<file path="config.mk">
export PLATFORM = sky130hd
export DESIGN_NAME = dfos_fifo
export DESIGN_NICKNAME = d
export VERILOG_FILES = /design/src/hdl/dfos_pkg.sv /design/src/hdl/dfos_fifo.sv
export SDC_FILE = /design/constraint.sdc
export NUM_CORES = 1
export LEC_CHECK = 0
export ABC_CLOCK_PERIOD_IN_PS = 20100
export BUFFER_PORTS_ARGS = -buffer_cell sky130_fd_sc_hd__buf_2
export CAP_MARGIN = 20
export CORE_AREA = 4 4 271 273
export DETAILED_ROUTE_END_ITERATION = 16
export DIE_AREA = 0 0 275 277
export RECOVER_POWER = 25
export SLEW_MARGIN = 20
export SYNTH_ARGS = -nofsm -noshare
export SYNTH_HDL_FRONTEND = slang
export SYNTH_SLANG_ARGS = --single-unit
</file>
<file path="constraint.sdc">
create_clock -name clock -period 20.1 [get_ports clock]
set_input_delay 4.02 -clock clock [delete_from_list [all_inputs] [get_ports clock]]
set_output_delay 4.02 -clock clock [all_outputs]
set_load 0.03 [all_outputs]
</file>
<file path="src/hdl/dfos_pkg.sv">
`default_nettype none
// ----------------------------------------------------------------------------
// dfos_pkg: shared types and constants for the occlusion select unit
// Row layout of the face table, front/back transfer item, register map and
// the fixed thresholds of the selection tests.
// ----------------------------------------------------------------------------
package dfos_pkg;

   localparam int NUM_COORDS = 9;

   // one face: packed normal and three vertices (x,y,z per vertex, v1 first)
   typedef struct packed {
      logic [NUM_COORDS-1:0][31:0] vtx;
      logic [47:0]                 normal;
   } row_type;

   typedef logic [1:0] cls_type;
   localparam cls_type CLS_LOAD  = 2'd0;
   localparam cls_type CLS_SKIP  = 2'd1;
   localparam cls_type CLS_QUERY = 2'd2;
   localparam cls_type CLS_BAD   = 2'd3;

   typedef struct packed {
      cls_type     cls;
      logic [9:0]  idx;
      row_type     row;
   } item_type;

   typedef struct packed {
      logic [10:0]        count;
      logic signed [15:0] cos_max;
      logic signed [15:0] dir_x;
      logic signed [15:0] dir_y;
      logic signed [15:0] dir_z;
   } cfg_type;

   localparam logic OP_LOAD  = 1'b0;
   localparam logic OP_QUERY = 1'b1;

   localparam logic [2:0] REG_FACE_COUNT = 3'd0;
   localparam logic [2:0] REG_COS_MAX    = 3'd1;
   localparam logic [2:0] REG_DIR_X      = 3'd2;
   localparam logic [2:0] REG_DIR_Y      = 3'd3;
   localparam logic [2:0] REG_DIR_Z      = 3'd4;

   // dot product window (0.9999, 1.0001) in Q4.28, both ends excluded
   localparam logic signed [33:0] DOT_LOW_EXCL  = 34'sd268408612;
   localparam logic signed [33:0] DOT_HIGH_EXCL = 34'sd268462300;
   // |nz| > 0.001 in Q2.14
   localparam logic signed [15:0] NZ_LIMIT      = 16'sd16;

endpackage
`default_nettype wire

</file>
<file path="src/hdl/dfos_fifo.sv">
`default_nettype none
// ----------------------------------------------------------------------------
// dfos_fifo: two-entry item queue
// Decouples the accepting front from the executing back.
// ----------------------------------------------------------------------------
module dfos_fifo (
   input  wire logic              clock,
   input  wire logic              reset,
   input  wire logic              in_valid,
   output logic                   in_ready,
   input  wire dfos_pkg::item_type in_item,
   output logic                   out_valid,
   input  wire logic              out_pop,
   output dfos_pkg::item_type     out_item
);

   dfos_pkg::item_type slot_ff [2];
   logic       wr_ptr_ff, wr_ptr_in;
   logic       rd_ptr_ff, rd_ptr_in;
   logic [1:0] fill_ff, fill_in;
   logic       push, pop;

   assign in_ready  = (fill_ff != 2'd2);
   assign out_valid = (fill_ff != 2'd0);
   assign out_item  = slot_ff[rd_ptr_ff];
   assign push      = in_valid && in_ready;
   assign pop       = out_pop && out_valid;

   always_comb begin
      wr_ptr_in = push ? !wr_ptr_ff : wr_ptr_ff;
      rd_ptr_in = pop ? !rd_ptr_ff : rd_ptr_ff;
      fill_in   = fill_ff + {1'b0, push} - {1'b0, pop};
   end

   always_ff @(posedge clock) begin
      if (reset) begin
         wr_ptr_ff <= 1'b0;
         rd_ptr_ff <= 1'b0;
         fill_ff   <= 2'd0;
      end else begin
         wr_ptr_ff <= wr_ptr_in;
         rd_ptr_ff <= rd_ptr_in;
         fill_ff   <= fill_in;
      end
   end

   always_ff @(posedge clock) begin
      if (push) begin
         slot_ff[wr_ptr_ff] <= in_item;
      end
   end

endmodule
`default_nettype wire

</file>
=== Yosys cells after proc, flatten, opt, wreduce, memory -nomap -nowiden ===
Memories as Yosys holds them, arrays and structs flattened. A register that Yosys moved wholly into a read port is not among the register bits.
Index checks and enable logic that the tools add are counted.
W data, S select, Z words.

* $add $sub $neg: 2
* Multiplexer cells: 4
* Reductions and logical operators: 5
* Equal/unequal tests: 1

{| class="wikitable"
|+ Operators by type and width
! operator !! count
|-
| $mux W1 || 4
|-
| $add A2 B1 Y2 || 1
|-
| $logic_and A1 B1 Y1 || 2
|-
| $logic_not A1 Y1 || 2
|-
| $ne A2 B2 Y1 const B || 1
|-
| $reduce_bool A2 Y1 || 1
|-
| $sub A2 B1 Y2 || 1
|}

* Output and inout bits: 350
* Memories: 1
* Register bits: 4
* Word-level logic and storage cells: 16
* RAM bits: 696
* Bits of input ports: 352

{| class="wikitable"
|+ Memories
! memory !! words !! width !! read ports !! clocked after memory_dff !! write ports !! RTL line !! text
|-
| slot_ff || 2 || 348 || 1 || 1 || 1 || dfos_fifo.sv:17 || <nowiki>dfos_pkg::item_type slot_ff [2];</nowiki>
|}

=== Depth between registers and ports, before layout ===
Gate-level depths: netlist of the first run.

* Depth after elaboration: 4
* Gate-level depth with buffers: 6
* Depth with buffers taken out: 6

=== Worst setup path before layout of the first run ===
OpenSTA, ideal clock, no wires.

* Path kind: input to register
* Start: input in_valid
* End: memory slot_ff[1][0] in the netlist's numbering, enable pin
* Arrival time: 11974 ps
* Required time: 19342 ps
* Slack: 7368 ps
* Buffers on the path: 0
* Stages: 1
* Setup time: 758 ps
* Cell sequence: and3_1

* Longest elaborated chain between the ends: 3

{| class="wikitable"
|+ RTL lines
! item !! RTL line !! text
|-
| start: declaration || dfos_fifo.sv:9 || <nowiki>input wire logic in_valid,</nowiki>
|-
| $logic_and A1 B1 Y1 || dfos_fifo.sv:26 || <nowiki>assign push = in_valid && in_ready;</nowiki>
|-
| $mux W1 || dfos_fifo.sv:48 || <nowiki>if (push) begin</nowiki>
|-
| $mux W1 (implied by the code) || dfos_fifo.sv:49 || <nowiki>slot_ff[wr_ptr_ff] <= in_item;</nowiki>
|-
| end: declaration || dfos_fifo.sv:17 ||
|}

Every way passes these cells.

==> results of run 1 <==
-- through the flow --
step	util	hold WS (ps)	instances	power (mW)	cell area [µm²]
2_1_floorplan	-	472	1112	2.77	26700
6_report	0.471	520	2893	4.34	33500
3_3_place_gp	0.436	491	2736	2.99	31000
5_1_grt	0.470	557	2891	4.52	33500
4_1_cts	0.472	525	2873	4.41	33500
3_5_place_dp	0.436	499	2736	3.01	31000
-- routing by layer --
layer  vias to the layer above  routed length (µm)  GRT usage
met1                      6488               20800      0.156
li1                       6002                   -          -
met2                       493               32500      0.274
met3                       147                5300     0.0553
met4                        18                2440     0.0785
met5                         -                 121          0
-- cells by family after synthesis --
kind of cell | count (synthesis) | synth area share
AOI/OAI and AO/OA | 6 | 0.00164
and+or+nand+nor | 15 | 0.00328
xor gates and xnor gates | 1 | 0.000328
buffers and inverters | 40 | 0.0195
muxes | 348 | 0.189
DFF | 701 | 0.786
adders and majority gates | 1 | 0.000468
-- cells in the mapped netlist (all sizes together) --
master,instances,area share
a21bo,1,0.00037
a21oi,1,0.00019
and2b,1,0.00028
and3,2,0.00047
buf,39,0.019
dfxtp,5,0.0037
edfxtp,696,0.78
ha,1,0.00047
inv,1,0.00014
mux2,348,0.19
nand2b,1,0.00023
nand3,1,0.00019
nand3b,1,0.00028
nor2,4,0.00056
nor2b,1,0.00023
nor3,1,0.00019
nor4,1,0.00023
nor4bb,1,0.00037
o21ai,2,0.00037
o21ba,1,0.00037
o31a,1,0.00033
or2,1,0.00023
xor2,1,0.00033
-- worst min-delay path by stage --
stage | from | end | cells past startpoint | slack, ps
5_1_grt | rd_ptr_ff | register | 2 | 560
2_1_floorplan | rd_ptr_ff | register | 2 | 470
4_1_cts | rd_ptr_ff | register | 2 | 520
6_report | rd_ptr_ff | register | 2 | 520
3_3_place_gp | rd_ptr_ff | rd_ptr_ff | 2 | 490
3_5_place_dp | rd_ptr_ff | register | 2 | 500
-- registers in the layout (all words and copies together) (netlist names), named ones only --
signal,count
wr_ptr_ff,1
fill_ff,2
slot_ff,696
rd_ptr_ff,1
-- power groups by stage --
stage / combinational [mW] / sequential [mW] / clock (mW)
after floorplan: 0.888 / 1.88 / 0
after global placement: 1.14 / 1.85 / 0
after detailed placement: 1.15 / 1.86 / 0
after CTS: 1.15 / 1.83 / 1.43
after global routing: 1.18 / 1.84 / 1.50
final: 1.13 / 1.83 / 1.39
-- cells in the final DEF (no fill, tap or decap), types with 2 or more instances in the layout --
cell type / count
edfxtp_1: 696
buf_2: 598
mux2_4: 301
clkbuf_1: 118
clkbuf_16: 78
mux2_2: 47
diode_2: 20
clkinv_1: 13
clkinv_2: 12
bufinv_16: 10
buf_4: 10
nor2_1: 4
dfxtp_1: 4
clkinv_8: 3
inv_6: 3
o21ai_0: 2
clkinvlp_4: 2
-- critical path: stages (launching register included) --
cell and delay (ps):
dfxtp_4 1010, buf_12 650, buf_4 920, mux2_2 410, buf_2 180
-- cell type report --
type	instances	area (µm²)
fillers	6115	37700
flip-flops and latches	701	21000
multi-input cells	371	5210
repair buffers	713	3490
clock buffers	93	2010
well taps	950	1190
clock inverters	44	508
diodes	20	50.0
inverters	1	11.3
==> metrics.cfg, run 1 <==
[global_route]
grt.total_usage=0.153
grt_antenna_before_repair=30
grt_pass1_wl_mm=87.5
overflow=0
grt_pass1_vias=14100
grt_max_degree=139

[routing]
avgViaCountPerCell=4.54
drc=0
wirelength_mm=61.2
post_drt_wl_per_cell_um=21.1
num_vias=13100
first_iter_violations=584
ant_nets=0
firstDrtPassIters=5

[placement]
dp_hpwl_mm=42.7
numPortBuffers=701
pre_cts_slack_ps=12190
gp_congestion=0.774

[worst_setup_path]
r2r-start=fill_ff[0]
r2r_end=slot_ff[1][81]
worstSetupPathType=register to primary output
cp_data_required_time_ps=16080
crit_path_max_fanout=121
rr_worst_depth=5
critPathLaunchType=register
r2r_slack_ps=15900
crit_arrival_ps=4130
crit_end=out_item[15]
cp-end-kind=primary output

[synthesis]
ys_seq_area_frac=0.786
syn_area_um2=26700
synth-seq-cells=701
yosysUniqueCellTypes=27
avgSynthCellArea_um2=24.0
syn_nets=1465
synth_cells=1112
yosys_warnings=0

[floorplanning]
dieHeight_um=277
die_x_um=275
io_pins=702
dieArea_um2=76200
rows=98
start_util=0.376
coreArea_um2=71100

[clock_tree]
cts_setup_buffers=0
cts_made_buffers=76
cts_sinks=701
clock_latency_ps=610
clk_path_buf_depth=3
postCtsHoldBufs=0
cts-resized-gates=0
htree_levels=3
cts_tree=done
clk_pin_slew_worst_paths_ps=60
clock-root-buffer=clkbuf_16

[timing]
fmax_ghz=0.123
period_share=0.405
finalHoldViolCount=0
finalSetupViolCount=0
tightest_slew_ps=1100
slew_viol_final=0
tns_ps=0
finalCriticalPeriod_ps=8150
slew_headroom=0.269
rsz0062_at_grt=no
setup_ws_ps=11950
fin_skew_ps=27.0

[power_and_ir_drop]
p_int_mw=3.05
powerDensity_nw_per_um2=130
p_leak_nw=12.7
p_sw_frac=0.298
vdd_drop_max_v=0.0000773
combPwrFrac=0.259
pwr-share-seq=0.421
pwr-share-clk=0.320
p_sw_mw=1.29

[run]
cap_viol_max_count=0

[finish]
synthToLayoutAreaGrowth_pct=25.2
drive_gt1_frac=0.558
nNetsFinal=2217

[outcome]
status=complete, no violations

[hold_path]
hp-class=register to register

Power figures use the tool's default switching activity.
==> run 2, diff against run 1 <==
Settings changed: ABC_CLOCK_PERIOD_IN_PS 20100 to 7750.
Clock period 20.1 ns to 7.75 ns, I/O delays scaled along.
==> metrics.cfg, run 2 (synthesis gave the netlist of run 1 again) <==
[outcome]
status=complete, no violations

[finish]
final_common_cell=edfxtp_1
nNetsFinal=2213  ; -0.18%
fill_cells=6165  ; +0.82%
synthToLayoutAreaGrowth_pct=24.7
largest_reg_flops=696  ; unchanged
top_register=slot_ff
final_cell_mix=edfxtp_1 (696), buf_2 (588), mux2_4 (301), clkbuf_1 (126), clkbuf_16 (78)
final_area_um2=33300  ; -0.40%
reg_top3=slot_ff: 696 flops, fill_ff: 2 flops
drive_gt1_frac=0.551  ; -0.00702

[routing]
wirelength_mm=62.5  ; +2.2%
first_iter_violations=839  ; +44%
avgViaCountPerCell=4.60  ; +1.3%
post_drt_wl_per_cell_um=21.7  ; +2.6%
firstDrtPassIters=5  ; unchanged
drc=0  ; unchanged
num_vias=13300  ; +0.87%
ant_nets=0  ; unchanged

[hold_path]
min_from=rd_ptr_ff
holdPathStages=2  ; unchanged
min_to=rd_ptr_ff
hp-class=register to register

[timing]
finalCriticalPeriod_ps=4680
finalHoldViolCount=0  ; unchanged
fmax_ghz=0.214
slew_headroom=0.204  ; -0.0651
period_share=0.604
tns_ps=0  ; unchanged
slew_viol_final=0  ; unchanged
rsz0062_at_grt=no
fin_skew_ps=27.8  ; +0.801 ps
finalSetupViolCount=0  ; unchanged
tightest_slew_ps=1190  ; +97.6 ps

[power_and_ir_drop]
pwr-share-clk=0.309  ; -0.011
vdd_drop_max_v=0.000200  ; +160%
pwr-share-seq=0.427  ; +0.006
p_sw_mw=3.38  ; +160%
powerDensity_nw_per_um2=333  ; +160%
p_sw_frac=0.304  ; +0.00638
p_int_mw=7.73  ; +150%
combPwrFrac=0.264  ; +0.005
p_leak_nw=12.6  ; -0.80%

[run]
cap_viol_max_count=0  ; unchanged

[worst_setup_path]
r2r-start=fill_ff[0]
slowest_stage=dfxtp_4
cp_data_required_time_ps=6200  ; -9880 ps
crit_path_max_fanout=130  ; +7.4%
r2r_end=slot_ff[0][226]
crit_arrival_ps=3130  ; -1000 ps
cp-end-kind=primary output
worstSetupPathType=register to primary output
r2r_slack_ps=4810  ; -11090 ps
rr_worst_depth=4  ; -1
crit_family=flip-flops
crit_buf_inv=2  ; -1
critPathMaxStageDelay_ps=960  ; -50 ps
critPathLaunchType=register
cp_cell_sequence=buf_12 -> mux2_4 -> buf_2

[global_route]
grt_pass1_wl_mm=88.8  ; +1.5%
grt_pass1_vias=14100  ; -0.40%
grt_max_degree=170  ; +22%
grt.total_usage=0.156  ; +0.00299
overflow=0  ; unchanged
grt_antenna_before_repair=30  ; unchanged

[clock_tree]
cts-resized-gates=0  ; unchanged
cts_setup_buffers=0  ; unchanged
htree_levels=3  ; unchanged
cts_tree=done
clk_pin_slew_worst_paths_ps=50  ; about the same
clock-root-buffer=clkbuf_16
postCtsHoldBufs=0  ; unchanged
clk_path_buf_depth=3  ; unchanged
cts_sinks=701  ; unchanged
cts_made_buffers=76  ; unchanged
clock_latency_ps=610  ; about the same

[floorplanning]
io_pins=702  ; unchanged
die_x_um=275  ; unchanged
dieArea_um2=76200  ; unchanged
dieHeight_um=277  ; unchanged
start_util=0.376  ; unchanged
rows=98  ; unchanged
coreArea_um2=71100  ; unchanged

[placement]
place_area_um2=31000  ; about the same
numPortBuffers=701  ; unchanged
dp_hpwl_mm=43.3  ; +1.3%
gp_congestion=0.765  ; -1.2%

[run 2: area by class of cell]
cell class / instances / area [µm²] / share of cell area
sequential: 701 / 21000 / 0.630
multi-input combinational: 371 / 5210 / 0.156
timing repair buffer: 709 / 3500 / 0.105
clock buffer: 92 / 2000 / 0.0601
tap: 950 / 1190 / 0.0357
clock inverter: 39 / 369 / 0.0111
antenna: 19 / 47.5 / 0.00143
inverter: 1 / 7.51 / 0.000225
[run 2: layer usage]
| metal | vias to the layer above | wire length (µm) | global-route usage |
|---|---|---|---|
| li1 | 5971 | - | - |
| met5 | - | 110 | 0 |
| met4 | 20 | 2080 | 0.0681 |
| met3 | 131 | 5240 | 0.0540 |
| met1 | 6660 | 21800 | 0.163 |
| met2 | 480 | 33300 | 0.282 |
[run 2: worst reg2reg max path, cell delays in order, from the launching register on]
cell and delay (ps):
dfxtp_1 360, nand2b_1 210, nand3b_1 170, clkinvlp_4 790, buf_12 600
[run 2: power groups by stage]
stage / Combinational [mW] / Clock (mW) / Sequential, mW
6_report: 2.93 / 3.43 / 4.74
2_1_floorplan: 2.30 / 0 / 4.83
3_5_place_dp: 2.97 / 0 / 4.82
3_3_place_gp: 2.96 / 0 / 4.80
4_1_cts: 2.98 / 3.54 / 4.75
5_1_grt: 3.06 / 3.71 / 4.77
[run 2: per-stage QoR]
step	power, mW	utilization	hold slack [ps]	instances	worst slack (ps)
2_1_floorplan	7.13	-	472	1112	454
3_3_place_gp	7.76	0.437	485	2732	3740
3_5_place_dp	7.79	0.437	487	2732	3710
4_1_cts	11.3	0.470	524	2863	3050
5_1_grt	11.5	0.469	566	2881	2930
6_report	11.1	0.469	516	2882	3070
[run 2: worst max-delay path by stage]
stage                          endpoint  slack (ps)  cells after the start      from
final                     out_item[146]        3070                      3  register
after detailed placement  out_item[146]        3710                      3  register
after global placement     out_item[41]        3740                      3  register
after floorplan           slot_ff[0][0]         450                      2  in_valid
after global routing      out_item[225]        2930                      3  register
after CTS                  out_item[16]        3050                      3  register
==> run 3, diff against run 2 <==
Settings changed: ABC_CLOCK_PERIOD_IN_PS 7750 to 4900.
Clock period 7.75 ns to 4.9 ns, I/O delays scaled along.
==> metrics.cfg, run 3 (synthesis gave the netlist of run 1 again) <==
[outcome]
status=complete, no violations

[worst_setup_path]
rr_worst_depth=3  ; -1
critPathLaunchType=register
cp_data_required_time_ps=3920  ; -2280 ps
worstSetupPathType=register to primary output
r2r_slack_ps=2470  ; -2340 ps
r2r_end=slot_ff[1][73]
crit_arrival_ps=2570  ; -560 ps
crit_end=out_item[122]
r2r-start=fill_ff[0]
crit_path_max_fanout=33  ; -75%
cp-end-kind=primary output

[timing]
rsz0062_at_grt=no
finalSetupViolCount=0  ; unchanged
fin_skew_ps=18.3  ; -9.45 ps
slew_headroom=0.288  ; +0.0844
tightest_slew_ps=1070  ; -127 ps
period_share=0.725
finalHoldViolCount=0  ; unchanged
finalCriticalPeriod_ps=3550
slew_viol_final=0  ; unchanged
fmax_ghz=0.282

[routing]
num_vias=13400  ; +0.94%
ant_nets=0  ; unchanged
avgViaCountPerCell=4.58  ; -0.55%
post_drt_wl_per_cell_um=21.4  ; -1.1%
drc=0  ; unchanged
first_iter_violations=775  ; -7.6%
firstDrtPassIters=4  ; -1
wirelength_mm=62.7  ; +0.36%

[floorplanning]
rows=98  ; unchanged
die_x_um=275  ; unchanged
coreArea_um2=71100  ; unchanged
io_pins=702  ; unchanged
dieHeight_um=277  ; unchanged
start_util=0.376  ; unchanged
dieArea_um2=76200  ; unchanged

[finish]
final_area_um2=33900  ; +1.7%
final_common_cell=edfxtp_1
largest_reg_flops=696  ; unchanged
stdcell_count=2925  ; +1.5%
synthToLayoutAreaGrowth_pct=26.8
drive_gt1_frac=0.570  ; +0.0188
final_cell_mix=edfxtp_1 (696), buf_2 (597), mux2_4 (301), clkbuf_1 (110), clkbuf_16 (77)
reg_top3=slot_ff: 696 flops, fill_ff: 2 flops
top_register=slot_ff
nNetsFinal=2251  ; +1.7%

[global_route]
overflow=0  ; unchanged
grt_pass1_vias=14200  ; +0.78%
grt_max_degree=77  ; -55%
grt_pass1_wl_mm=89.8  ; +1.1%
grt.total_usage=0.158  ; +0.00161
grt_antenna_before_repair=25  ; -17%

[placement]
place_area_um2=31500  ; +1.4%
dp_hpwl_mm=45.5  ; +5.1%
gp_congestion=0.793  ; +3.7%
placed_cells=2770  ; +1.4%
numPortBuffers=701  ; unchanged

[clock_tree]
clk_pin_slew_worst_paths_ps=50  ; about the same
clock_latency_ps=600  ; about the same
postCtsHoldBufs=0  ; unchanged
htree_levels=3  ; unchanged
cts_tree=done
clk_path_buf_depth=3  ; unchanged
cts-resized-gates=0  ; unchanged
cts_setup_buffers=0  ; unchanged
cts_made_buffers=76  ; unchanged
clock-root-buffer=clkbuf_16
cts_sinks=701  ; unchanged

[power_and_ir_drop]
powerDensity_nw_per_um2=528  ; +58%
p_leak_nw=12.9  ; +2.7%
vdd_drop_max_v=0.000377  ; +89%

[run]
cap_viol_max_count=0  ; unchanged

[hold_path]
hp-class=register to register

==> run 3: worst max-delay path, cell delays in order, from the launching register on <==
cell     delay (ps)
dfxtp_4         720
buf_12          290
buf_4           370
mux2_4          340
buf_2           180
==> run 3: area by class of cell <==
| type | instances | area, µm² |
|---|---|---|
| repair buffers | 747 | 3940 |
| flip-flops and latches | 701 | 21000 |
| fillers | 6073 | 37200 |
| clock inverters | 54 | 548 |
| inverters | 1 | 7.51 |
| clock buffers | 83 | 1950 |
| well taps | 950 | 1190 |
| diodes | 18 | 45.0 |
| multi-input cells | 371 | 5210 |
==> run 3: metal layers <==
layer / share of wire / track usage / up-vias
met1: 0.35 / 0.166 / 6706
met4: 0.033 / 0.0746 / 16
met2: 0.53 / 0.281 / 479
met5: 0.0016 / 0 / -
met3: 0.085 / 0.0546 / 125
li1: - / - / 6060
==> run 3: worst min-delay path by stage <==
| stage | cells past startpoint | from | to |
|---|---|---|---|
| after floorplan | 2 | rd_ptr_ff | register |
| after global placement | 2 | rd_ptr_ff | rd_ptr_ff |
| after detailed placement | 2 | rd_ptr_ff | register |
| after CTS | 1 | in_item[300] | slot_ff[1][300] |
| after global routing | 1 | in_item[103] | slot_ff[0][103] |
| final | 2 | rd_ptr_ff | register |
==> run 3: stage by stage <==
step / utilization / setup slack (ps) / power [mW] / TNS [ps] / hold slack, ps
after global placement: 0.442 / 1720 / 12.4 / 0 / 485
final: 0.476 / 1350 / 17.9 / 0 / 499
after CTS: 0.478 / 1250 / 18.1 / 0 / 495
after detailed placement: 0.443 / 1890 / 12.4 / 0 / 492
after floorplan: - / -1830 / 11.3 / -890920 / 472
after global routing: 0.476 / 1190 / 18.6 / 0 / 512
==> run 3: where the power goes <==
part | leakage [nW] | switching, mW | total [mW] | internal (mW)
Clock | 1.24 | 2.31 | 5.64 | 3.33
Combinational | 5.15 | 2.94 | 4.79 | 1.85
Sequential | 6.55 | 0.174 | 7.45 | 7.28
Total | 12.9 | 5.42 | 17.9 | 12.5
