--- src/hdl/dfos_pkg.sv ---
`default_nettype none
// ----------------------------------------------------------------------------
// dfos_pkg: shared types and constants for the occlusion select unit
// Row layout of the face table, front/back transfer item, register map and
// the fixed thresholds of the selection tests.
// ----------------------------------------------------------------------------
package dfos_pkg;

   localparam int NUM_COORDS = 9;

   // one face: packed normal and three vertices (x,y,z per vertex, v1 first)
   typedef struct packed {
      logic [NUM_COORDS-1:0][31:0] vtx;
      logic [47:0]                 normal;
   } row_type;

   typedef logic [1:0] cls_type;
   localparam cls_type CLS_LOAD  = 2'd0;
   localparam cls_type CLS_SKIP  = 2'd1;
   localparam cls_type CLS_QUERY = 2'd2;
   localparam cls_type CLS_BAD   = 2'd3;

   typedef struct packed {
      cls_type     cls;
      logic [9:0]  idx;
      row_type     row;
   } item_type;

   typedef struct packed {
      logic [10:0]        count;
      logic signed [15:0] cos_max;
      logic signed [15:0] dir_x;
      logic signed [15:0] dir_y;
      logic signed [15:0] dir_z;
   } cfg_type;

   localparam logic OP_LOAD  = 1'b0;
   localparam logic OP_QUERY = 1'b1;

   localparam logic [2:0] REG_FACE_COUNT = 3'd0;
   localparam logic [2:0] REG_COS_MAX    = 3'd1;
   localparam logic [2:0] REG_DIR_X      = 3'd2;
   localparam logic [2:0] REG_DIR_Y      = 3'd3;
   localparam logic [2:0] REG_DIR_Z      = 3'd4;

   // dot product window (0.9999, 1.0001) in Q4.28, both ends excluded
   localparam logic signed [33:0] DOT_LOW_EXCL  = 34'sd268408612;
   localparam logic signed [33:0] DOT_HIGH_EXCL = 34'sd268462300;
   // |nz| > 0.001 in Q2.14
   localparam logic signed [15:0] NZ_LIMIT      = 16'sd16;

endpackage
`default_nettype wire

--- src/hdl/dfos_front.sv ---
`default_nettype none
// ----------------------------------------------------------------------------
// dfos_front: input stage and classifier
// Registers each accepted item and tags it as load, skipped load, query or
// out-of-range query before it enters the queue.
// ----------------------------------------------------------------------------
module dfos_front #(
   parameter int MAX_FACES = 1024
) (
   input  wire logic        clock,
   input  wire logic        reset,
   input  wire logic        req_valid,
   output logic             req_ready,
   input  wire logic        req_opcode,
   input  wire logic [9:0]  req_face_index,
   input  wire logic [47:0] req_normal_packed,
   input  wire logic [31:0] req_v1_x,
   input  wire logic [31:0] req_v1_y,
   input  wire logic [31:0] req_v1_z,
   input  wire logic [31:0] req_v2_x,
   input  wire logic [31:0] req_v2_y,
   input  wire logic [31:0] req_v2_z,
   input  wire logic [31:0] req_v3_x,
   input  wire logic [31:0] req_v3_y,
   input  wire logic [31:0] req_v3_z,
   input  wire logic [10:0] face_count,
   output logic             push_valid,
   input  wire logic        push_ready,
   output dfos_pkg::item_type push_item
);

   logic               stage_valid_ff, stage_valid_in;
   dfos_pkg::item_type stage_item_ff, stage_item_in;
   logic               accept;
   logic               load_in_range;

   assign req_ready  = !stage_valid_ff || push_ready;
   assign accept     = req_valid && req_ready;
   assign push_valid = stage_valid_ff;
   assign push_item  = stage_item_ff;

   assign load_in_range = (32'(req_face_index) < 32'(MAX_FACES));

   always_comb begin
      stage_item_in.idx           = req_face_index;
      stage_item_in.row.normal    = req_normal_packed;
      stage_item_in.row.vtx[0]    = req_v1_x;
      stage_item_in.row.vtx[1]    = req_v1_y;
      stage_item_in.row.vtx[2]    = req_v1_z;
      stage_item_in.row.vtx[3]    = req_v2_x;
      stage_item_in.row.vtx[4]    = req_v2_y;
      stage_item_in.row.vtx[5]    = req_v2_z;
      stage_item_in.row.vtx[6]    = req_v3_x;
      stage_item_in.row.vtx[7]    = req_v3_y;
      stage_item_in.row.vtx[8]    = req_v3_z;
      if (req_opcode == dfos_pkg::OP_LOAD) begin
         stage_item_in.cls = load_in_range ? dfos_pkg::CLS_LOAD : dfos_pkg::CLS_SKIP;
      end else if ({1'b0, req_face_index} >= face_count) begin
         stage_item_in.cls = dfos_pkg::CLS_BAD;
      end else begin
         stage_item_in.cls = dfos_pkg::CLS_QUERY;
      end
      stage_valid_in = accept || (stage_valid_ff && !push_ready);
   end

   always_ff @(posedge clock) begin
      if (reset) begin
         stage_valid_ff <= 1'b0;
      end else begin
         stage_valid_ff <= stage_valid_in;
      end
   end

   always_ff @(posedge clock) begin
      if (accept) begin
         stage_item_ff <= stage_item_in;
      end
   end

endmodule
`default_nettype wire

--- config.mk ---
export PLATFORM = sky130hd
export DESIGN_NAME = dfos_front
export DESIGN_NICKNAME = d
export VERILOG_FILES = /design/src/hdl/dfos_pkg.sv /design/src/hdl/dfos_front.sv
export SDC_FILE = /design/constraint.sdc
export NUM_CORES = 1
export LEC_CHECK = 0
export ABC_AREA = 0
export BUFFER_PORTS_ARGS = -buffer_cell sky130_fd_sc_hd__buf_2
export CORE_AREA = 2 2 276 278
export CTS_CLUSTER_DIAMETER = 50
export DETAILED_ROUTE_END_ITERATION = 7
export DIE_AREA = 0 0 278 280
export SLEW_MARGIN = 10
export SYNTH_ARGS = -nofsm -noshare
export SYNTH_HDL_FRONTEND = slang
export SYNTH_SLANG_ARGS = --single-unit
--- constraint.sdc ---
create_clock -name clock -period 22.5 [get_ports clock]
set_input_delay 4.5 -clock clock [delete_from_list [all_inputs] [get_ports clock]]
set_output_delay 4.5 -clock clock [all_outputs]
set_load 0.005 [all_outputs]
### Word level (Yosys, flattened, before mapping)

Cells that the tools add are included.

| cells by class | value |
|---|---|
| $add $sub $neg | 0 |
| multiply operators | 0 |
| div/mod/pow operators | 0 |
| $lt $le $gt $ge | 1 |
| eq/ne operators | 0 |
| shifts and indexed selects | 0 |
| muxes and demuxes | 1 |
| bitwise operators | 0 |
| reductions and logical operators | 6 |

Operators by type and width:

| kind | count |
|---|---|
| 10-bit by 11-bit greater-or-equal comparator with 1-bit output | 1 |
| 1-bit logical AND | 2 |
| 1-bit logical NOT | 2 |
| 1-bit logical OR | 2 |
| 1-bit two-way mux | 1 |

| storage, ports and cells | value |
|---|---|
| flip-flop bits (word level) | 349 |
| latch bits | 0 |
| RAM bits | 0 |
| memory bits (read-only) | 0 |
| input bits | 362 |
| output and inout bits | 350 |
| logic and storage cells | 21 |
| memories | 0 |

### Longest topological paths before layout

Gate-level depths: netlist of run 1.

| logic depth | value |
|---|---|
| word-level depth | 4 |
| depth in mapped cells | 6 |
| mapped depth without buffers | 6 |

### Worst setup path before layout of run 1

No wires, ideal clock.

| path | value |
|---|---|
| kind | input port to flip-flop |
| start | in push_ready |
| end | reg stage_item_ff, in the netlist push_item[0], enable pin |
| library setup time | 0.756 ns |
| arrival time | 12.553 ns |
| path slack | 9.191 ns |
| stages on the path | 2 |
| cell sequence | nand2b_1 -> and2_1 |

| on the way | value |
|---|---|
| cells in the longest elaborated chain, start to end | 2 |

RTL lines:

| element | line | text |
|---|---|---|
| start: declaration | dfos_front.sv:28 | `input wire logic push_ready,` |
| 1-bit logical OR | dfos_front.sv:37 | `assign req_ready = !stage_valid_ff \|\| push_ready;` |
| 1-bit logical AND | dfos_front.sv:38 | `assign accept = req_valid && req_ready;` |
| net accept | dfos_front.sv:34 | `logic accept;` |
| end signal: assignment | dfos_front.sv:76 | `stage_item_ff <= stage_item_in;` |
| end: declaration | dfos_front.sv:33 | `dfos_pkg::item_type stage_item_ff, stage_item_in;` |

The timed path passes the listed nets, and every way through them passes these cells.
A chain may end at the register's enable or synchronous reset.

### Worst setup path after layout of run 1

| path | value |
|---|---|
| start | in push_ready |
| end | out req_ready |

| on the way | value |
|---|---|
| cells in the longest elaborated chain, start to end | 1 |

RTL lines:

| element | line | text |
|---|---|---|
| 1-bit logical OR | dfos_front.sv:37 |  |
| end: declaration | dfos_front.sv:13 | `output logic req_ready,` |

Every way passes these cells.

==> results of run 1 <==
-- worst max-delay path: cells and delay by family --
kind,cells,cell delay (ns)
simple gates,1,0.16
buf+inv,2,0.24
-- cell usage after synthesis --
| cell type | number |
|---|---|
| inv_1 | 12 |
| ha_1 | 10 |
| o21ai_0 | 1 |
| nand4_1 | 1 |
| o21ai_1 | 1 |
| a21oi_1 | 6 |
| nor2_1 | 2 |
| nand2_1 | 3 |
| and2_1 | 1 |
| nor2b_1 | 1 |
| dfxtp_1 | 1 |
| o32ai_1 | 1 |
| nand2b_1 | 1 |
| edfxtp_1 | 348 |
| a21o_1 | 1 |
-- logic make-up (layout without fill, tap and decap cells) --
group                    after synthesis  after routing  synth area share (%)
AO/OA/AOI/OAI                         10             10                 0.524
adder cells (fa/ha/maj)               10             10                  1.16
buffers and inverters                 12            820                 0.419
flip-flops                           349            349                  97.5
other                                  0              5                     0
AND/OR/NAND/NOR                        9              9                 0.408
-- routing by layer --
metal	share of wire, %	GRT usage, %	vias to the layer above
met1	36	9.04	3356
met3	11	4.16	90
met2	48	14.1	449
met5	0.27	0	-
li1	-	-	3130
met4	3.9	4.30	18
-- flip-flops by register name (all words and copies together), names as in the netlist --
| register | flops |
|---|---|
| push_item | 348 |
| push_valid | 1 |
-- power breakdown --
group	internal (uW)	switching, uW
Sequential	763	11.2
Combinational	46.9	51.3
Clock	501	308
-- through the flow --
step	total power [uW]	hold WS, ns	cells	worst slack (ns)
3_5_place_dp	888	0.508	2082	13.11
2_1_floorplan	817	0.522	390	9.19
3_3_place_gp	884	0.523	2082	13.09
5_1_grt	1740	0.545	2178	13.09
6_report	1680	0.522	2181	13.11
4_1_cts	1710	0.516	2176	13.11
-- worst min path at each step --
stage                    start         end  slack, ns  depth (start not counted)
floorplan           push_valid  push_valid       0.52                          2
global placement    push_valid  push_valid       0.52                          2
detailed placement  push_valid  push_valid       0.51                          2
CTS                 push_valid  push_valid       0.52                          2
global route        push_valid  push_valid       0.55                          2
finish              push_valid  push_valid       0.52                          2
-- layout make-up --
type	count	area [um^2]
well taps	978	1220
diodes	5	12.5
multi-input cells	29	228
fillers	7888	57900
flip-flops and latches	349	10500
inverters	12	45.0
repair buffers	714	3590
clock buffers	57	1320
clock inverters	37	442
==> results.json, run 1 <==
{
  "start_kind": "input port",
  "grt_remaining_overflow": 0,
  "setup_tns_ns": 0,
  "reg2reg_depth": 4,
  "ys_types": 15,
  "initial_core_util_pct": 14.3,
  "hold_viol_final": 0,
  "slew_violations": 0,
  "die_h_um": 280,
  "die-area_um2": 77800,
  "reg2reg_to": "push_item[18]",
  "fp.coreArea_um2": 75200,
  "cts-root-buf": "clkbuf_16",
  "first_pass_iters": 4,
  "drt_wl_total_mm": 35.9,
  "critPathCaptureType": "primary output",
  "layout_common_cells": "buf_2 (711), edfxtp_1 (348), clkbuf_16 (52), inv_1 (12), ha_1 (10)",
  "syn_avg_cell_area_um2": 27.5,
  "vias_per_cell": 3.23,
  "remaining_drc_errors": 0,
  "rrSetupSlack_ns": 19.31,
  "grt_pass1_vias": 7506,
  "hpwl_mm": 28.3,
  "synthesis.area_um2": 10700,
  "slowest_delay_ns": 0.16,
  "hold_path_class": "flop to flop",
  "grt_pass1_wl_mm": 48.4,
  "regToRegStartpoint": "push_valid",
  "vias": 7043,
  "fin_area_um2": 17300,
  "worstSetupPathType": "input port to primary output",
  "grt_max_degree": 156,
  "status": "completed",
  "utilization_pct": 23.1,
  "ys_seq_elements": 349,
  "numCtsBuffers": 51,
  "fmax_ghz": 0.106,
  "path_common_cell": "buf_2",
  "cts_tree": "done",
  "fin_nets": 1529,
  "synth.net_count": 762,
  "gp_congestion": 0.914,
  "drv_cap": 0,
  "yosysTopAreaCellShare_pct": 97.3,
  "rows": 101,
  "min_period_ns": 9.39,
  "grt_antenna_before_repair": 21,
  "yosysSeqAreaShare_pct": 97.5,
  "path_clk_slew_ns": 0.06,
  "placed_cell_area_um2": 15600,
  "drt_iter0_markers": 226,
  "yosysWarnings": 0,
  "post_drt_wl_per_cell_um": 16.5,
  "crit_chain": "buf_2, nand2b_1, buf_2",
  "critPathRequiredTime_ns": 18.00,
  "clock_path_buffers": 3,
  "synth_largest_area_cell": "edfxtp_1",
  "htree_levels": 2,
  "crit_start": "push_ready",
  "synth_cells": 390,
  "period_share_pct": 41.7,
  "drive_gt1_share_pct": 66.5,
  "power_density_nw_per_um2": 97.0,
  "area_delta_synth_final_pct": 61.4,
  "layout_commonest_cell": "buf_2",
  "worst_pin_slew_ns": 1.09,
  "ios": 712,
  "rsz0062_at_grt": "false",
  "critPathMaxFanout": 3,
  "setup_viol": 0,
  "slew_headroom_pct": 27.6,
  "cts_sinks": 349,
  "finalClockSkew_ns": 0.00878,
  "ir_drop_uv": 55.5,
  "ant_nets": 0,
  "numPortBuffers": 711,
  "cp.arrival_ns": 4.89,
  "ctsResizeCount": 0,
  "slowest_stage": "nand2b_1",
  "ctsHoldBuffers": 0,
  "synth.area.top_cells": "edfxtp_1 (97%), ha_1 (1.2%), inv_1 (0.42%), a21oi_1 (0.28%), dfxtp_1 (0.19%)",
  "crit_end": "req_ready",
  "track_usage_pct": 8.53,
  "die_x_um": 278,
  "clkLatencyLatePin_ns": 0.57,
  "p_leak_uw": 0.00722,
  "cts_setup_buffers": 0
}
No activity file was read; power rests on OpenSTA's default activity.
==> run 2: changes to the inputs <==
--- a/config.mk
+++ b/config.mk
@@ -5,12 +5,12 @@
 export SDC_FILE = /design/constraint.sdc
 export NUM_CORES = 1
 export LEC_CHECK = 0
-export ABC_AREA = 0
+export ABC_AREA = 1
 export BUFFER_PORTS_ARGS = -buffer_cell sky130_fd_sc_hd__buf_2
-export CORE_AREA = 2 2 276 278
+export CORE_AREA = 2 2 277 279
 export CTS_CLUSTER_DIAMETER = 50
 export DETAILED_ROUTE_END_ITERATION = 7
-export DIE_AREA = 0 0 278 280
+export DIE_AREA = 0 0 279 281
 export SLEW_MARGIN = 10
 export SYNTH_ARGS = -nofsm -noshare
 export SYNTH_HDL_FRONTEND = slang
==> constraint.sdc (replaced) <==
create_clock -name clock -period 8.85 [get_ports clock]
set_input_delay 1.77 -clock clock [delete_from_list [all_inputs] [get_ports clock]]
set_output_delay 1.77 -clock clock [all_outputs]
set_load 0.005 [all_outputs]
==> run 2 against run 1 <==
Cell count up 0.23%. Critical path depth up 1. Clock-buffer cell count down 4. Die area up 0.72%. Flip-flop and latch count unchanged.
==> results.json, run 2 <==
{
  "worst-path-buf-inv": 3,
  "rows": 101,
  "first_pass_iters": 4,
  "slowest_stage": "buf_2",
  "top_layer": "met5",
  "yosysWarnings": 0,
  "fin_nets": 1543,
  "ctsHoldBuffers": 0,
  "yosys_most_used_dff": "edfxtp_1",
  "drv_cap": 0,
  "status": "completed",
  "cp.arrival_ns": 2.17,
  "post_synth_fa_ha_maj_area_fraction_pct": 1.16,
  "clock_path_buffers": 3,
  "clkLatencyLatePin_ns": 0.56,
  "die_x_um": 279,
  "numCtsBuffers": 46,
  "drt_iter0_markers": 212,
  "min_period_ns": 3.94,
  "setup_tns_ns": 0,
  "path_common_cell": "buf_2",
  "placed_cell_area_um2": 15600,
  "yosysSeqAreaShare_pct": 97.0,
  "hold_path_class": "flop to flop",
  "regToRegStartpoint": "push_valid",
  "power_uw": 4080,
  "numPortBuffers": 711,
  "grt_max_degree": 166,
  "rsz0062_at_grt": "false",
  "fmax_ghz": 0.254,
  "htree_levels": 2,
  "drt_wl_total_mm": 35.4,
  "synthMuxAreaShare_pct": 0,
  "slew_headroom_pct": 21.4,
  "drive_gt1_share_pct": 65.5,
  "synth_enable_flop_cells": 348,
  "synthArstFlopShare_pct": 0,
  "hold_slack_ns": 0.535,
  "dr_wl_met2_mm": 17.5,
  "worstSetupPathType": "input port to primary output",
  "slowest_delay_ns": 0.13,
  "layout_commonest_cell": "buf_2",
  "cts_setup_buffers": 0,
  "setup_viol": 0,
  "critPathMaxFanout": 2,
  "grt_pass1_vias": 7406,
  "cts_tree": "done",
  "crit_start": "push_ready",
  "track_usage_pct": 8.33,
  "slew_violations": 0,
  "fin_area_um2": 17200,
  "die_h_um": 281,
  "critPathRequiredTime_ns": 7.08,
  "die-area_um2": 78400,
  "ir_drop_uv": 144,
  "start_kind": "input port",
  "cts-root-buf": "clkbuf_16",
  "synth_largest_area_cell": "edfxtp_1",
  "instances_no_fill": 2186,
  "initial_core_util_pct": 14.3,
  "critPathCaptureType": "primary output",
  "largest_reg_flops": 348,
  "ys_top_cells_by_count": "edfxtp_1 (348), inv_1 (17), nand2_1 (16)",
  "grt_antenna_before_repair": 15,
  "ctsResizeCount": 0,
  "ios": 712,
  "vias": 6957,
  "synth_top_family_by_area": "adder cells",
  "hold_viol_final": 0,
  "ys_seq_elements": 349,
  "grt_pass1_wl_mm": 47.4,
  "met3WireLength_mm": 4.24,
  "power_density_nw_per_um2": 237,
  "syn_avg_cell_area_um2": 26.4,
  "synth_xor_area_share_pct": 0,
  "cts_sinks": 349,
  "post_drt_wl_per_cell_um": 16.2,
  "remaining_drc_errors": 0,
  "area_delta_synth_final_pct": 59.1,
  "path_clk_slew_ns": 0.05,
  "yosysTopAreaCellShare_pct": 96.8,
  "synth.net_count": 781,
  "worst_pin_slew_ns": 1.18,
  "gp_congestion": 0.882,
  "dp.cells": 2101,
  "yosysMostFrequentCell": "edfxtp_1",
  "crit_chain": "buf_2, inv_1, nand2_1, buf_2",
  "grt_remaining_overflow": 0,
  "synthesis.area_um2": 10800,
  "layout_common_cells": "buf_2 (711), edfxtp_1 (348), clkbuf_16 (47), inv_1 (17), nand2_1 (16)",
  "synth.area.top_cells": "edfxtp_1 (97%), ha_1 (1.2%), inv_1 (0.59%), nand2_1 (0.56%), a21oi_1 (0.23%)",
  "cp_top_family": "buffers and inverters",
  "fp.coreArea_um2": 75400,
  "worstHoldStart": "push_valid",
  "synthSimpleGateAreaFrac_pct": 0.950,
  "hpwl_mm": 28.1,
  "synth_compound_area_share_pct": 0.278,
  "synth_cells": 409,
  "finalClockSkew_ns": 0.0156,
  "ant_nets": 0,
  "vias_per_cell": 3.18,
  "period_share_pct": 44.5,
  "drt-met1-wl_mm": 12.1,
  "p_leak_uw": 0.00720,
  "ys_types": 12
}
-- run 2: changes by cell type in the layout (fill, tap and decap cells not counted), moves of 4 or more --
cell,before,now
nand2_1,3,16
inv_1,12,17
inv_6,2,7
clkinvlp_4,5,1
clkbuf_16,52,47
-- run 2: routing by layer --
layer / track usage (%) / vias to the layer above
li1: - / 3158
met1: 8.18 / 3261
met2: 14.4 / 435
met3: 4.24 / 85
met4: 4.31 / 18
met5: 0 / -
-- run 2: power breakdown --
part	internal (uW)	leakage, uW	switching [uW]	total, uW
Sequential	1940	0.00338	29.3	1970
Combinational	121	0.00307	132	253
Clock	1130	0.000755	723	1860
-- run 2: logic make-up after synthesis --
| kind of cell | count (synthesis) |
|---|---|
| adder cells (fa/ha/maj) | 10 |
| AND/OR/NAND/NOR | 25 |
| buffers and inverters | 19 |
| flip-flops | 349 |
| AO/OA/AOI/OAI | 6 |
-- run 2: worst reg2reg max path: cells and delay by family, from the launching register on --
kind	cells	cell delay, ns
flops	1	0.34
compound gates	1	0.14
buf+inv	2	0.81
-- run 2: per-stage QoR --
stage / utilization (%) / worst slack [ns]
6_report: 22.8 / 4.91
3_5_place_dp: 20.7 / 4.91
5_1_grt: 22.8 / 4.88
2_1_floorplan: - / 0.729
3_3_place_gp: 20.7 / 4.91
4_1_cts: 22.8 / 4.91
-- run 2: cell type report --
| class | count | area (um^2) |
|---|---|---|
| Fill cell | 7867 | 58300 |
| Clock inverter | 30 | 340 |
| Multi-Input combinational cell | 41 | 269 |
| Tap cell | 978 | 1220 |
| Antenna cell | 2 | 5.00 |
| Timing Repair Buffer | 714 | 3610 |
| Clock buffer | 53 | 1200 |
| Sequential cell | 349 | 10500 |
| Inverter | 19 | 71.3 |
-- run 2: final timing paths --
kind	end	slack (ns)	cells after the start
worst max register to register	push_item[161]	6.69	3
worst min register to register	push_valid	0.53	2
worst min-delay path	push_valid	0.53	2
worst max-delay path	req_ready	4.91	4
==> run 3: changes to the inputs <==
--- a/config.mk
+++ b/config.mk
@@ -5,12 +5,12 @@
 export SDC_FILE = /design/constraint.sdc
 export NUM_CORES = 1
 export LEC_CHECK = 0
-export ABC_AREA = 1
+export ABC_AREA = 0
 export BUFFER_PORTS_ARGS = -buffer_cell sky130_fd_sc_hd__buf_2
-export CORE_AREA = 2 2 277 279
+export CORE_AREA = 2 2 276 278
 export CTS_CLUSTER_DIAMETER = 50
 export DETAILED_ROUTE_END_ITERATION = 7
-export DIE_AREA = 0 0 279 281
+export DIE_AREA = 0 0 278 280
 export SLEW_MARGIN = 10
 export SYNTH_ARGS = -nofsm -noshare
 export SYNTH_HDL_FRONTEND = slang
==> constraint.sdc (replaced) <==
create_clock -name clock -period 3.35 [get_ports clock]
set_input_delay 0.67 -clock clock [delete_from_list [all_inputs] [get_ports clock]]
set_output_delay 0.67 -clock clock [all_outputs]
set_load 0.005 [all_outputs]
==> run 3 against run 2 <==
Combinational power rose to 2.7 times the previous value. Clock skew shrank 0.0010 ns. Core utilization increased by 0.21 points. Via count rose by 0.40%. Global-route usage increased by 0.45 points. Cell count decreased by 0.27%. Critical path depth shrank 3. Die area down 0.71%. Critical path type is now flop to primary output. Critical endpoint is now push_item[143].
==> results.json, run 3 (synthesis results as in run 1) <==
{
  "status": "completed",
  "period_share_pct": 56.0,
  "layout_commonest_cell": "buf_2",
  "fin_nets": 1532,
  "hpwl_mm": 29.7,
  "htree_levels": 2,
  "die-area_um2": 77800,
  "remaining_drc_errors": 0,
  "met3WireLength_mm": 4.98,
  "fin_area_um2": 17300,
  "crit_chain": "buf_2",
  "setup_viol": 0,
  "clock_path_buffers": 3,
  "p_leak_uw": 0.00719,
  "layout_common_cells": "buf_2 (711), edfxtp_1 (348), clkbuf_16 (47), inv_1 (12), ha_1 (10)",
  "finalClockSkew_ns": 0.0146,
  "vias_per_cell": 3.20,
  "hold_viol_final": 0,
  "p_clk_share_pct": 46.0,
  "cts_sinks": 349,
  "hold_end": "push_valid",
  "switching_share_pct": 22.3,
  "internal_power_uw": 8460,
  "area_delta_synth_final_pct": 60.9,
  "ant_nets": 0,
  "start_kind": "flop",
  "regToRegStartpoint": "push_valid",
  "grt_max_degree": 89,
  "fmax_ghz": 0.533,
  "die_x_um": 278,
  "grt_remaining_overflow": 0,
  "multi_input_area_um2": 235,
  "initial_core_util_pct": 14.3,
  "worst_slack_ns": 1.47,
  "hold_path_class": "input port to flop",
  "worst_pin_slew_ns": 0.549,
  "combinationalPowerShare_pct": 6.3,
  "fillerInstances": 7839,
  "fp.coreArea_um2": 75200,
  "slew_headroom_pct": 63.4,
  "post_drt_wl_per_cell_um": 16.9,
  "min_path_cells": 2,
  "cts-root-buf": "clkbuf_16",
  "track_usage_pct": 8.77,
  "cp_top_family": "flip-flops",
  "path_clk_slew_ns": 0.06,
  "drv_cap": 0,
  "critPathRequiredTime_ns": 2.68,
  "power_uw": 10900,
  "seq_power_share_pct": 47.7,
  "grt_pass1_vias": 7439,
  "power_density_nw_per_um2": 630,
  "rows": 101,
  "top_layer": "met5",
  "hold_slack_ns": 0.267,
  "p_sw_uw": 2430,
  "cp.arrival_ns": 1.21,
  "numCtsBuffers": 46,
  "drt_iter0_markers": 257,
  "rrSetupSlack_ns": 1.66,
  "largest_reg_flops": 348,
  "worst-path-buf-inv": 1,
  "grt_antenna_before_repair": 16,
  "vias": 6985,
  "clkLatencyLatePin_ns": 0.56,
  "slowest_delay_ns": 0.47,
  "die_h_um": 280,
  "reg2reg_depth": 3,
  "worstSetupPathType": "flop to primary output",
  "slew_violations": 0,
  "rsz0062_at_grt": "false",
  "ctsHoldBuffers": 0,
  "cts_setup_buffers": 0,
  "numPortBuffers": 711,
  "critPathCaptureType": "primary output",
  "ctsResizeCount": 0,
  "critPathMaxFanout": 1,
  "ios": 712,
  "drt_wl_total_mm": 36.8,
  "ir_drop_uv": 393,
  "cts_tree": "done",
  "drt-met1-wl_mm": 12.2,
  "worstHoldStart": "reset",
  "min_period_ns": 1.88,
  "first_pass_iters": 4,
  "gp_congestion": 0.926,
  "grt_pass1_wl_mm": 49.1,
  "pre_cts_ws_ns": 1.21,
  "slowest_stage": "edfxtp_1",
  "drive_gt1_share_pct": 67.2,
  "reg2reg_to": "push_item[113]",
  "register_area_um2": 10500,
  "dr_wl_met2_mm": 18.1,
  "placed_cell_area_um2": 15700
}
==> run 3: changes by cell type in the layout (fill, tap and decap cells not counted), moves of 4 or more <==
cell and delta:
clkbuf_1 -4, clkinv_8 +5, inv_6 -4, clkinvlp_4 +6, diode_2 +4, buf_4 +6, nand2_1 -13, inv_1 -5
==> run 3: final cells by class <==
cell class / instances / area share [%]
antenna: 6 / 0.0869
clock buffer: 49 / 6.85
sequential: 349 / 60.6
clock inverter: 35 / 2.42
multi-input combinational: 29 / 1.36
tap: 978 / 7.08
timing repair buffer: 722 / 21.4
inverter: 12 / 0.261
==> run 3: worst max path at each step <==
stage / from / end / slack (ns) / cells after the start
after floorplan: push_ready / push_item[0] / -0.31 / 2
after global placement: push_ready / push_item[229] / 1.25 / 5
after detailed placement: push_ready / push_item[107] / 1.21 / 4
after CTS: push_item[143] / push_item[143] / 1.40 / 1
after global routing: push_item[143] / push_item[143] / 1.39 / 1
final: push_item[143] / push_item[143] / 1.47 / 1
==> run 3: metal layers <==
| metal | vias to the layer above | track usage (%) |
|---|---|---|
| met1 | 3318 | 8.49 |
| met5 | - | 0 |
| met2 | 449 | 14.9 |
| met3 | 71 | 5.15 |
| met4 | 14 | 4.24 |
| li1 | 3133 | - |
==> run 3: power by group through the flow <==
stage	Clock [uW]	Combinational [uW]	Sequential, uW
after floorplan	0	97.9	5330
after CTS	5180	709	5200
after global placement	0	692	5280
after global routing	5340	753	5210
final	5010	691	5190
after detailed placement	0	708	5290
==> run 3: metrics by stage <==
step,util [%],setup TNS [ns],cells
3_5_place_dp,20.8,0,2090
2_1_floorplan,-,-106.57,390
6_report,23.0,0,2180
3_3_place_gp,20.8,0,2090
4_1_cts,23.0,0,2174
5_1_grt,23.0,0,2175
